File: config.mk
export PLATFORM = sky130hd
export DESIGN_NAME = sorted_event_priority_queue
export DESIGN_NICKNAME = d
export VERILOG_FILES = /design/src/sv/spq_pkg.sv /design/src/sv/spq_ram.sv /design/src/sv/spq_cmp.sv /design/src/sv/sorted_event_priority_queue.sv
export SDC_FILE = /design/constraint.sdc
export NUM_CORES = 2
export LEC_CHECK = 0
export BUFFER_PORTS_ARGS = -buffer_cell sky130_fd_sc_hd__buf_4
export CAP_MARGIN = 20
export CORE_MARGIN = 5
export CORE_UTILIZATION = 32
export CTS_CLUSTER_SIZE = 40
export DETAILED_ROUTE_END_ITERATION = 8
export PLACE_DENSITY = 0.46
export SLEW_MARGIN = 10
export SYNTH_ARGS = -nofsm -noshare
export SYNTH_HDL_FRONTEND = slang
export SYNTH_SLANG_ARGS = --single-unit
File: constraint.sdc
create_clock -name clk_i -period 5.1 [get_ports clk_i]
set_clock_uncertainty 0.2 [all_clocks]
set_input_delay 0.255 -clock clk_i [delete_from_list [all_inputs] [get_ports clk_i]]
set_output_delay 0.255 -clock clk_i [all_outputs]
set_load 0.01 [all_outputs]
File: src/sv/spq_pkg.sv
// spq_pkg: request/response types and codes for the sorted event priority queue.
// No dependencies; imported by spq_cmp and sorted_event_priority_queue, not by spq_ram.
package spq_pkg;

  localparam int unsigned KeyBits   = 32;
  localparam int unsigned TagBits   = 16;
  localparam int unsigned CountBits = 7;
  localparam int unsigned EntryBits = KeyBits + TagBits;

  typedef enum logic [0:0] {
    CmdInsert  = 1'b0,
    CmdExtract = 1'b1
  } cmd_e;

  typedef enum logic [1:0] {
    StatusOk    = 2'd0,
    StatusEmpty = 2'd1,
    StatusFull  = 2'd2
  } status_e;

  typedef struct packed {
    cmd_e               cmd;
    logic [KeyBits-1:0] key;
    logic [TagBits-1:0] tag;
  } req_t;

  typedef struct packed {
    status_e              status;
    logic                 item_valid;
    logic [KeyBits-1:0]   out_key;
    logic [TagBits-1:0]   out_tag;
    logic [CountBits-1:0] count;
  } rsp_t;

  typedef struct packed {
    logic ge;
    logic gt;
  } cmp_t;

endpackage

File: src/sv/spq_ram.sv
// spq_ram: generic simple dual-port RAM, one write and one registered read port.
// No dependencies.
module spq_ram #(
  parameter int unsigned Width = 8,
  parameter int unsigned Depth = 16
) (
  input  logic                     clk_i,
  input  logic                     we_i,
  input  logic [$clog2(Depth)-1:0] waddr_i,
  input  logic [Width-1:0]         wdata_i,
  input  logic [$clog2(Depth)-1:0] raddr_i,
  output logic [Width-1:0]         rdata_o
);

  logic [Width-1:0] mem_q [Depth];

  always_ff @(posedge clk_i) begin
    if (we_i) begin
      mem_q[waddr_i] <= wdata_i;
    end
    rdata_o <= mem_q[raddr_i];
  end

endmodule

File: src/sv/spq_cmp.sv
// spq_cmp: key comparator used by the insert search.
// Depends on spq_pkg.
module spq_cmp (
  input  logic [spq_pkg::KeyBits-1:0] a_i,
  input  logic [spq_pkg::KeyBits-1:0] b_i,
  output spq_pkg::cmp_t               res_o
);

  import spq_pkg::*;

  always_comb begin
    res_o.ge = (a_i >= b_i);
    res_o.gt = (a_i > b_i);
  end

endmodule

File: src/sv/sorted_event_priority_queue.sv
// sorted_event_priority_queue: bounded min-priority queue kept sorted in one RAM.
// Depends on spq_pkg, spq_ram, spq_cmp.
//
//   channel | valid      | stall      | payload
//   --------+------------+------------+--------------------
//   request | in_valid_i | in_stall_o | in_req_i  (req_t)
//   result  | out_valid_o| out_stall_i| out_rsp_o (rsp_t)
//
// Insert of a key landing at slot p of n entries walks the tail down one slot a cycle
// through the single RAM write port. Extract moves the remaining entries up one slot;
// a full insert or an empty extract goes straight to the result.
// The result register frees the input side; a held result delays only the next finish.
// Reset clears the count; RAM contents are only read below the count.
module sorted_event_priority_queue #(
  parameter int unsigned DEPTH = 64
) (
  input  logic          clk_i,
  input  logic          rst_ni,
  input  logic          in_valid_i,
  output logic          in_stall_o,
  input  spq_pkg::req_t in_req_i,
  output logic          out_valid_o,
  input  logic          out_stall_i,
  output spq_pkg::rsp_t out_rsp_o
);

  import spq_pkg::*;

  localparam int unsigned IW = $clog2(DEPTH);
  localparam int unsigned CW = $clog2(DEPTH + 1);

  typedef enum logic [2:0] {
    StIdle,
    StInsShift,
    StInsPlace,
    StExtShift,
    StFinish
  } state_e;

  state_e               state_q, state_d;
  logic [IW-1:0]        idx_q, idx_d;
  logic [CW-1:0]        count_q, count_d;
  logic [CW-1:0]        cnt_next_q, cnt_next_d;
  logic [KeyBits-1:0]   key_q, key_d;
  logic [TagBits-1:0]   tag_q, tag_d;
  status_e              res_status_q, res_status_d;
  logic                 res_hold_q, res_hold_d;
  logic [KeyBits-1:0]   res_key_q, res_key_d;
  logic [TagBits-1:0]   res_tag_q, res_tag_d;
  logic [KeyBits-1:0]   head_key_q, head_key_d;
  logic [TagBits-1:0]   head_tag_q, head_tag_d;
  logic                 out_valid_q, out_valid_d;
  rsp_t                 out_rsp_q, out_rsp_d;

  logic                 ram_we;
  logic [IW-1:0]        ram_waddr;
  logic [EntryBits-1:0] ram_wdata;
  logic [IW-1:0]        ram_raddr;
  logic [EntryBits-1:0] ram_rdata;
  logic [KeyBits-1:0]   rd_key;
  logic [TagBits-1:0]   rd_tag;
  cmp_t                 cmp;
  logic [IW-1:0]        j;
  logic                 do_shift;
  logic                 accept;

  assign accept      = in_valid_i && (state_q == StIdle);
  assign in_stall_o  = (state_q != StIdle);
  assign out_valid_o = out_valid_q;
  assign out_rsp_o   = out_rsp_q;
  assign rd_key      = ram_rdata[EntryBits-1:TagBits];
  assign rd_tag      = ram_rdata[TagBits-1:0];
  assign j           = idx_q - 1'b1;
  assign do_shift    = (j != '0) ? cmp.ge : cmp.gt;

  spq_ram #(
    .Width (EntryBits),
    .Depth (DEPTH)
  ) u_ram (
    .clk_i   (clk_i),
    .we_i    (ram_we),
    .waddr_i (ram_waddr),
    .wdata_i (ram_wdata),
    .raddr_i (ram_raddr),
    .rdata_o (ram_rdata)
  );

  spq_cmp u_cmp (
    .a_i   (rd_key),
    .b_i   (key_q),
    .res_o (cmp)
  );

  always_comb begin
    state_d      = state_q;
    idx_d        = idx_q;
    count_d      = count_q;
    cnt_next_d   = cnt_next_q;
    key_d        = key_q;
    tag_d        = tag_q;
    res_status_d = res_status_q;
    res_hold_d   = res_hold_q;
    res_key_d    = res_key_q;
    res_tag_d    = res_tag_q;
    head_key_d   = head_key_q;
    head_tag_d   = head_tag_q;
    out_valid_d  = out_valid_q;
    out_rsp_d    = out_rsp_q;
    ram_we       = 1'b0;
    ram_waddr    = idx_q;
    ram_wdata    = {key_q, tag_q};
    ram_raddr    = idx_q;

    if (out_valid_q && !out_stall_i) begin
      out_valid_d = 1'b0;
    end

    case (state_q)
      StIdle: begin
        if (accept) begin
          key_d        = in_req_i.key;
          tag_d        = in_req_i.tag;
          res_status_d = StatusOk;
          res_hold_d   = 1'b0;
          cnt_next_d   = count_q;
          state_d      = StFinish;
          if (in_req_i.cmd == CmdInsert) begin
            if (count_q == CW'(DEPTH)) begin
              res_status_d = StatusFull;
            end else if (count_q == '0) begin
              ram_we     = 1'b1;
              ram_waddr  = '0;
              ram_wdata  = {in_req_i.key, in_req_i.tag};
              head_key_d = in_req_i.key;
              head_tag_d = in_req_i.tag;
              cnt_next_d = count_q + 1'b1;
            end else begin
              ram_raddr  = IW'(count_q - 1'b1);
              idx_d      = IW'(count_q);
              cnt_next_d = count_q + 1'b1;
              state_d    = StInsShift;
            end
          end else begin
            if (count_q == '0) begin
              res_status_d = StatusEmpty;
            end else begin
              res_hold_d = 1'b1;
              res_key_d  = head_key_q;
              res_tag_d  = head_tag_q;
              cnt_next_d = count_q - 1'b1;
              if (count_q != CW'(1)) begin
                ram_raddr = IW'(1);
                idx_d     = IW'(1);
                state_d   = StExtShift;
              end
            end
          end
        end
      end
      StInsShift: begin
        ram_we = 1'b1;
        if (do_shift) begin
          ram_wdata = ram_rdata;
          if (j == '0) begin
            idx_d   = '0;
            state_d = StInsPlace;
          end else begin
            ram_raddr = j - 1'b1;
            idx_d     = j;
          end
        end else begin
          state_d = StFinish;
        end
      end
      StInsPlace: begin
        ram_we     = 1'b1;
        ram_waddr  = '0;
        head_key_d = key_q;
        head_tag_d = tag_q;
        state_d    = StFinish;
      end
      StExtShift: begin
        ram_we    = 1'b1;
        ram_waddr = j;
        ram_wdata = ram_rdata;
        if (j == '0) begin
          head_key_d = rd_key;
          head_tag_d = rd_tag;
        end
        if (CW'(idx_q) + 1'b1 == count_q) begin
          state_d = StFinish;
        end else begin
          ram_raddr = idx_q + 1'b1;
          idx_d     = idx_q + 1'b1;
        end
      end
      StFinish: begin
        if (!out_valid_q || !out_stall_i) begin
          out_valid_d          = 1'b1;
          count_d              = cnt_next_q;
          out_rsp_d.status     = res_status_q;
          out_rsp_d.count      = CountBits'(cnt_next_q);
          if (res_hold_q) begin
            out_rsp_d.item_valid = 1'b1;
            out_rsp_d.out_key    = res_key_q;
            out_rsp_d.out_tag    = res_tag_q;
          end else if (cnt_next_q != '0) begin
            out_rsp_d.item_valid = 1'b1;
            out_rsp_d.out_key    = head_key_q;
            out_rsp_d.out_tag    = head_tag_q;
          end else begin
            out_rsp_d.item_valid = 1'b0;
            out_rsp_d.out_key    = '0;
            out_rsp_d.out_tag    = '0;
          end
          state_d = StIdle;
        end
      end
      default: begin
        state_d = StIdle;
      end
    endcase
  end

  always_ff @(posedge clk_i or negedge rst_ni) begin
    if (!rst_ni) begin
      state_q     <= StIdle;
      count_q     <= '0;
      out_valid_q <= 1'b0;
    end else begin
      state_q     <= state_d;
      count_q     <= count_d;
      out_valid_q <= out_valid_d;
    end
  end

  always_ff @(posedge clk_i) begin
    idx_q        <= idx_d;
    cnt_next_q   <= cnt_next_d;
    key_q        <= key_d;
    tag_q        <= tag_d;
    res_status_q <= res_status_d;
    res_hold_q   <= res_hold_d;
    res_key_q    <= res_key_d;
    res_tag_q    <= res_tag_d;
    head_key_q   <= head_key_d;
    head_tag_q   <= head_tag_d;
    out_rsp_q    <= out_rsp_d;
  end

  a_busy_after_accept: assert property (@(posedge clk_i) disable iff (!rst_ni)
    in_valid_i && !in_stall_o |=> in_stall_o)
    else $error("request accepted but sequencer stayed idle");

  a_count_bound: assert property (@(posedge clk_i) disable iff (!rst_ni)
    count_q <= CW'(DEPTH))
    else $error("entry count beyond depth");

  a_ram_write_busy: assert property (@(posedge clk_i) disable iff (!rst_ni)
    ram_we |-> (state_q != StIdle) || accept)
    else $error("RAM written with no request in progress");

  a_count_moves_on_result: assert property (@(posedge clk_i) disable iff (!rst_ni)
    !$stable(count_q) |-> out_valid_q)
    else $error("entry count changed without a result");

endmodule

### Word-level counts from Yosys, hierarchy flattened

Memories as Yosys holds them, arrays and structs flattened. A register that Yosys moved wholly into a read port is not among the register bits.
Index checks and enable logic that the tools add are counted.

* bits in registers: 229
* bits in writable memories: 3072
* bits of input ports: 53
* output and inout bits: 60
* memories kept: 1

* $add $sub $neg: 6
* $lt $le $gt $ge: 2
* eq/ne operators: 18
* multiplexer cells: 71
* bitwise logic cells: 1
* reductions and logical operators: 20

Memories
* u_ram.mem_q: words 64, bits a word 48, rd ports 1, clocked after Yosys merged registers in 1, write ports 1, RTL line spq_ram.sv:15 `logic [Width-1:0] mem_q [Depth];`

Operators by type and width (number)
* 48-bit 2-to-1 mux: 6
* 32-bit 2-to-1 mux: 5
* 48-bit one-hot mux with 3 select lines: 1
* 6-bit 2-to-1 mux: 19
* 32-bit one-hot mux with 3 select lines: 1
* 16-bit 2-to-1 mux: 5
* 6-bit one-hot mux with 3 select lines: 3
* 49-bit 2-to-1 mux: 1
* 16-bit one-hot mux with 3 select lines: 1
* 32-bit greater-or-equal comparator: 1
* 32-bit greater-than comparator: 1
* 3-bit 2-to-1 mux: 10
* 7-bit 2-to-1 mux: 3
* 3-bit one-hot mux with 5 select lines: 1
* 2-bit inequality test (second input constant): 7
* 1-bit 2-to-1 mux: 12
* 6-bit by 1-bit subtractor with 6-bit output (second input constant): 2
* 3-bit inequality test (second input constant): 3
* 3-bit nonzero test: 3
* 4-bit AND reduction: 2
* 6-bit by 1-bit adder with 7-bit output (second input constant): 1
* 7-bit by 1-bit adder with 7-bit output (second input constant): 1
* 7-bit equality test: 1
* 7-bit equality test (second input constant): 1
* other kinds (22): 27

### Logic depth before layout (Yosys ltp)

* word-level depth: 8
* depth in mapped cells: 22

### Modules after synthesis

Synthesis repeated with hierarchy kept, for this count alone.

* cells, all modules: 6263
* area total of the unflattened synthesis: 130257.4 um2

By module, submodules not included
* spq_ram: instances 1, cells an instance 5247, area each 118190.9 um2
* sorted_event_priority_queue: instances 1, cells an instance 902, area each 11210.8 um2
* spq_cmp: instances 1, cells an instance 114, area each 855.8 um2

### Least setup slack after synthesis

OpenSTA, ideal clock, no wires.

* kind: register to register
* start: register state_q[2]
* end: memory u_ram.mem_q[33][0] in the netlist's numbering (enable)
* setup time: 0.454 ns
* data arrival time: 4.535 ns
* data required time: 4.446 ns
* slack: -0.089 ns
* stages on the path, launching flop included: 13
* path buffers: 4
* clock period less this slack: 5.189 ns
* cells stage by stage: dfrtp_1 -> buf_2 -> or4b_1 -> clkbuf_1 -> nor2_1 -> and3_1 -> clkbuf_1 -> nor2_1 -> nand2_1 -> o21ai_0 -> or2_2 -> clkbuf_1 -> nor2_1

* longest elaborated chain between the ends: 6
* elaborated cells between the ends (all ways): 12

Ends and longest elaborated chain
* start, declared: RTL line sorted_event_priority_queue.sv:40 `state_e state_q, state_d;`
* start signal, assigned: RTL line sorted_event_priority_queue.sv:227 `state_q <= StIdle;`
* start signal, assigned: RTL line sorted_event_priority_queue.sv:231 `state_q <= state_d;`
* 3-bit logical NOT: RTL line sorted_event_priority_queue.sv:67, sorted_event_priority_queue.sv:118
* 1-bit logical AND: RTL line sorted_event_priority_queue.sv:67 `assign accept = in_valid_i && (state_q == StIdle);`
* 1-bit 2-to-1 mux: RTL line sorted_event_priority_queue.sv:120 `if (accept) begin`
* 1-bit one-hot mux with 2 select lines: RTL line sorted_event_priority_queue.sv:118 `case (state_q)`
* 1-bit 2-to-1 mux: RTL line spq_ram.sv:18 `if (we_i) begin`
* 1-bit 2-to-1 mux (not written as such): RTL line spq_ram.sv:19 `mem_q[waddr_i] <= wdata_i;`
* end, declared: RTL line spq_ram.sv:15

Several ways; a longest one is shown, not always the timed one.

### Worst setup path after layout

* start: register key_q[31]
* end: memory u_ram.mem_q[62][30] in the netlist's numbering (data pin)

* longest elaborated chain between the ends: 4
* elaborated cells between the ends (all ways): 5

Ends and longest elaborated chain
* start, declared: RTL line sorted_event_priority_queue.sv:44 `logic [KeyBits-1:0] key_q, key_d;`
* start signal, assigned: RTL line sorted_event_priority_queue.sv:240 `key_q <= key_d;`
* 32-bit greater-than comparator / 32-bit greater-or-equal comparator (equally long branches): RTL line spq_cmp.sv:13, spq_cmp.sv:12
* 1-bit 2-to-1 mux *: RTL line sorted_event_priority_queue.sv:74 `assign do_shift = (j != '0) ? cmp.ge : cmp.gt;`
* 48-bit 2-to-1 mux *: RTL line sorted_event_priority_queue.sv:162 `if (do_shift) begin`
* 48-bit one-hot mux with 3 select lines *: RTL line sorted_event_priority_queue.sv:118
* net ram_wdata[30]: RTL line sorted_event_priority_queue.sv:57 `logic [EntryBits-1:0] ram_wdata;`

The timed path passes the listed nets; every way through them passes the cells marked *.

==> summary.txt <==
Global routing
  – Initial antenna violation count: 46
  – GRT overflow: 0
  – Total GRT Usage: 0.2098
  – Global routing's busiest layer: met2
  – GR met1 Demand/Resource: 0.3010
  – Largest net degree at the start of global routing: between 90 and 100
  – Met3 Use GR: 0.03426
  – Number of global-route vias before repair: ~79000
  – Global-route wire length before repair: 639600 um
  – GR Layer Usage met2: 0.3332

Route
  – Drt first pass iters: 8
  – Vias per inst: 5.397
  – Post-route ant nets: 0
  – Post-route DRC violation count: 0
  – Routed wire per std cell: 30.40 um
  – Starting DRC count in detailed routing: 10290
  – DR vias: 82680
  – Drt total wl: 465600 um

Synthesis
  – Seq/Total Area, Yosys: 0.7567
  – Post-Syn Nets: roughly 8800
  – Top-area cell type share of the netlist area: 0.7473
  – Most common cell in the netlist: edfxtp_1
  – FF+latch count, synth: roughly 3300
  – Synth area leaders: edfxtp_1 75%, nand2_1 5.7%, mux4_2 3.8%
  – Synth cell types: 84
  – Async SR Flop Fraction: 0.003285
  – Top cell type by total area after synthesis: edfxtp_1
  – Syn_area_per_cell: 15.13 um2
  – Ys flop type: edfxtp_1
  – Syn Inst Count: 8739
  – Top cells by count, synth: 3290 x edfxtp_1, 2012 x nand2_1, 822 x nand3_1
  – Warnings, synthesis: 0
  – Post-synth EDFFs: roughly 3300
  – Post-synthesis cell area: 0.1322 mm2

Setup path
  – Levels on crit path: 18
  – Critical Path End: u_ram.mem_q[62][30]$_DFFE_PP_
  – Startpoint type of the worst setup path: flip-flop
  – Buf/Inv on CP: 10
  – Crit-path cells: inv_1 -> ha_1 -> nand4_1 -> buf_4 -> or4_4 -> buf_4 -> nor3_2 -> buf_4 -> or3_4 -> a21oi_2 -> buf_4 -> or3_4 -> buf_12 -> buf_4 -> a222oi_1 -> buf_4 -> inv_1 -> buf_12
  – CP endpoint kind: flip-flop
  – Crit-path slowest cell: a222oi_1
  – R2R Path Start: key_q[31]$_DFFE_PP_
  – Critical path origin: key_q[31]$_DFFE_PP_
  – CP Data Arrival Time: 5.50 ns
  – Worst r2r dst: u_ram.mem_q[62][30]$_DFFE_PP_
  – WP data required: approximately 5.5 ns
  – Register-to-register setup slack: 0.02 ns
  – Worst Reg2Reg Path Length in Cells: 18
  – Max incr delay on CP: slightly above 0.9 ns
  – Top cell by count, worst path: buf_4
  – Crit path max fanout: 64
  – Critical path class: flip-flop to flip-flop
  – Crit path max-delay family: buffers and inverters

Layout
  – Nets: 9641
  – Fin util: 0.3887
  – Share of layout cells above drive strength 1: 0.1849
  – P&R area growth vs syn: 21.28%
  – Filler Cell Count: 37990

Die
  – Die ar.: 0.4261 mm2
  – Initial Util: 0.3205
  – Row count: 236
  – Core Region: slightly above 0.4 mm2
  – IO Pins: 113
  – Die H: approximately 650 um
  – Chip width: 652.7 um

Hold path
  – Hold Path Class: input pin to flip-flop

Timing
  – Slew margin rel.: 0.2235
  – Final period utilization: 0.9957
  – RSZ-0062 raised after global routing: yes
  – Final setup violation count: 0
  – Post-layout min period: around 5.1 ns
  – Fmax achieved: roughly 200 MHz
  – Hold Vio Cnt, Final: 0
  – Slew @ Worst Pin: 1.165 ns
  – Max-slew violation count: 0

Clock network
  – Clock transition at path regs: 0.06 ns
  – Num CTS Buffers: approximately 350
  – H-tree depth: 5
  – Root Buffer: clkbuf_16
  – Longest Clk Path Bufs: 4
  – Clk_lat worst skew: 0.95 ns
  – CTS sink cnt: 3349
  – TritonCTS clock tree: yes

Outcome
  – Status: finished, final reports clean

Flow run
  – Max-cap viol count: 0

Placed design
  – I/O Buffers: 112
  – GPL Wtd Cong: 0.8590
  – Dpl hpwl: 269900 um
-- worst min-delay path, cell delays in order --
cell and delay, ns:
dlygate4sd3_1 0.53, buf_4 0.14, nand2_1 0.05, o21ai_0 0.08
-- state kept, by name, indices dropped and copies added, names as in the netlist --
register	cells
out_valid_o	1
head_tag_q	16
res_status_q	2
cnt_next_q	7
head_key_q	32
res_tag_q	16
u_ram.rdata_o	48
res_hold_q	1
tag_q	16
res_key_q	32
out_rsp_o	58
key_q	32
count_q	7
state_q	3
u_ram.mem_q	3072
idx_q	6
-- per-stage QoR --
| stage | hold slack, ns | setup TNS, ns | setup WS [ns] | instances | cell area [um2] |
|---|---|---|---|---|---|
| global route | 0.05874 | -0.03286 | -0.01203 | 15310 | 160300 |
| floorplan | -0.2406 | -116.49 | -0.08895 | 8739 | 132200 |
| detailed placement | -0.09644 | -41.09 | -0.9356 | 14500 | 146600 |
| global placement | -0.09211 | -75.92 | -1.215 | 14490 | 146500 |
| CTS | 0.00008871 | -0.06618 | -0.06190 | 15250 | 159100 |
| finish | 0.06266 | 0 | 0.02214 | 15320 | 160300 |
-- layout by cell type, fill, tap and decap left out, types with 45 or more instances in the layout --
cell type	n
a21oi_1	112
a222oi_1	48
a22o_1	95
a22oi_1	66
a31oi_1	227
a32oi_1	80
and3_1	149
buf_12	239
buf_4	612
clkbuf_1	96
clkbuf_16	374
clkinv_1	87
clkinv_2	54
dfxtp_1	45
dlygate4sd3_1	106
edfxtp_1	3290
inv_1	80
mux2i_1	263
mux4_2	222
nand2_1	2007
nand3_1	822
nor2_4	80
o21ai_0	97
-- layer usage --
metal / vias to the layer above / wire length (um)
met5: - / 55
met2: 3543 / 214200
met4: 8 / 12470
met1: 43350 / 201200
li1: 35110 / -
met3: 666 / 37660
-- cells by family (layout without fill, tap and decap cells) --
group,count (synthesis),after routing,share of synthesized area
AND/OR/NAND/NOR,3212,3212,0.1043
buffers and inverters,664,1761,0.02280
other,0,8,0
multiplexers,505,505,0.05942
AO/OA/AOI/OAI,946,946,0.05145
flip-flops,3349,3349,0.7567
adder cells (fa/ha/maj),41,41,0.003881
XOR/XNOR,22,22,0.001458
-- cell type report --
type	instances	area, um2	area share
diodes	8	20.02	0.0001249
clock buffers	464	9479	0.05912
clock inverters	179	1535	0.009576
inverters	103	386.6	0.002411
multi-input cells	4726	30400	0.1896
flip-flops and latches	3349	100000	0.6240
well taps	5474	6849	0.04272
repair buffers	1015	11610	0.07243
-- worst min path at each step --
stage	startpoint	end	slack [ns]	depth (start not counted)
3_3_place_gp	rst_ni	count_q[2]$_DFFE_PN0P_	-0.09	1
2_1_floorplan	rst_ni	count_q[0]$_DFFE_PN0P_	-0.24	0
5_1_grt	in_req_i[18]	head_key_q[2]$_DFFE_PP_	0.06	4
4_1_cts	in_req_i[47]	head_key_q[31]$_DFFE_PP_	0.00009	4
3_5_place_dp	rst_ni	count_q[4]$_DFFE_PN0P_	-0.1	1
6_report	in_req_i[18]	head_key_q[2]$_DFFE_PP_	0.06	4
-- what timing repair did --
item / in CTS / in global routing
hold endpoints to repair: 2165 / 0
setup endpoints to repair: 325 / 253
pin swaps: 10 / 28
hold buffers: 106 / 0
resized for setup: 73 / 95
gates cloned: 0 / 15
buffers inserted: 7 / 42
Power is not shown: default switching activity piles up to over one toggle a cycle in this logic, so the estimate is an artifact.
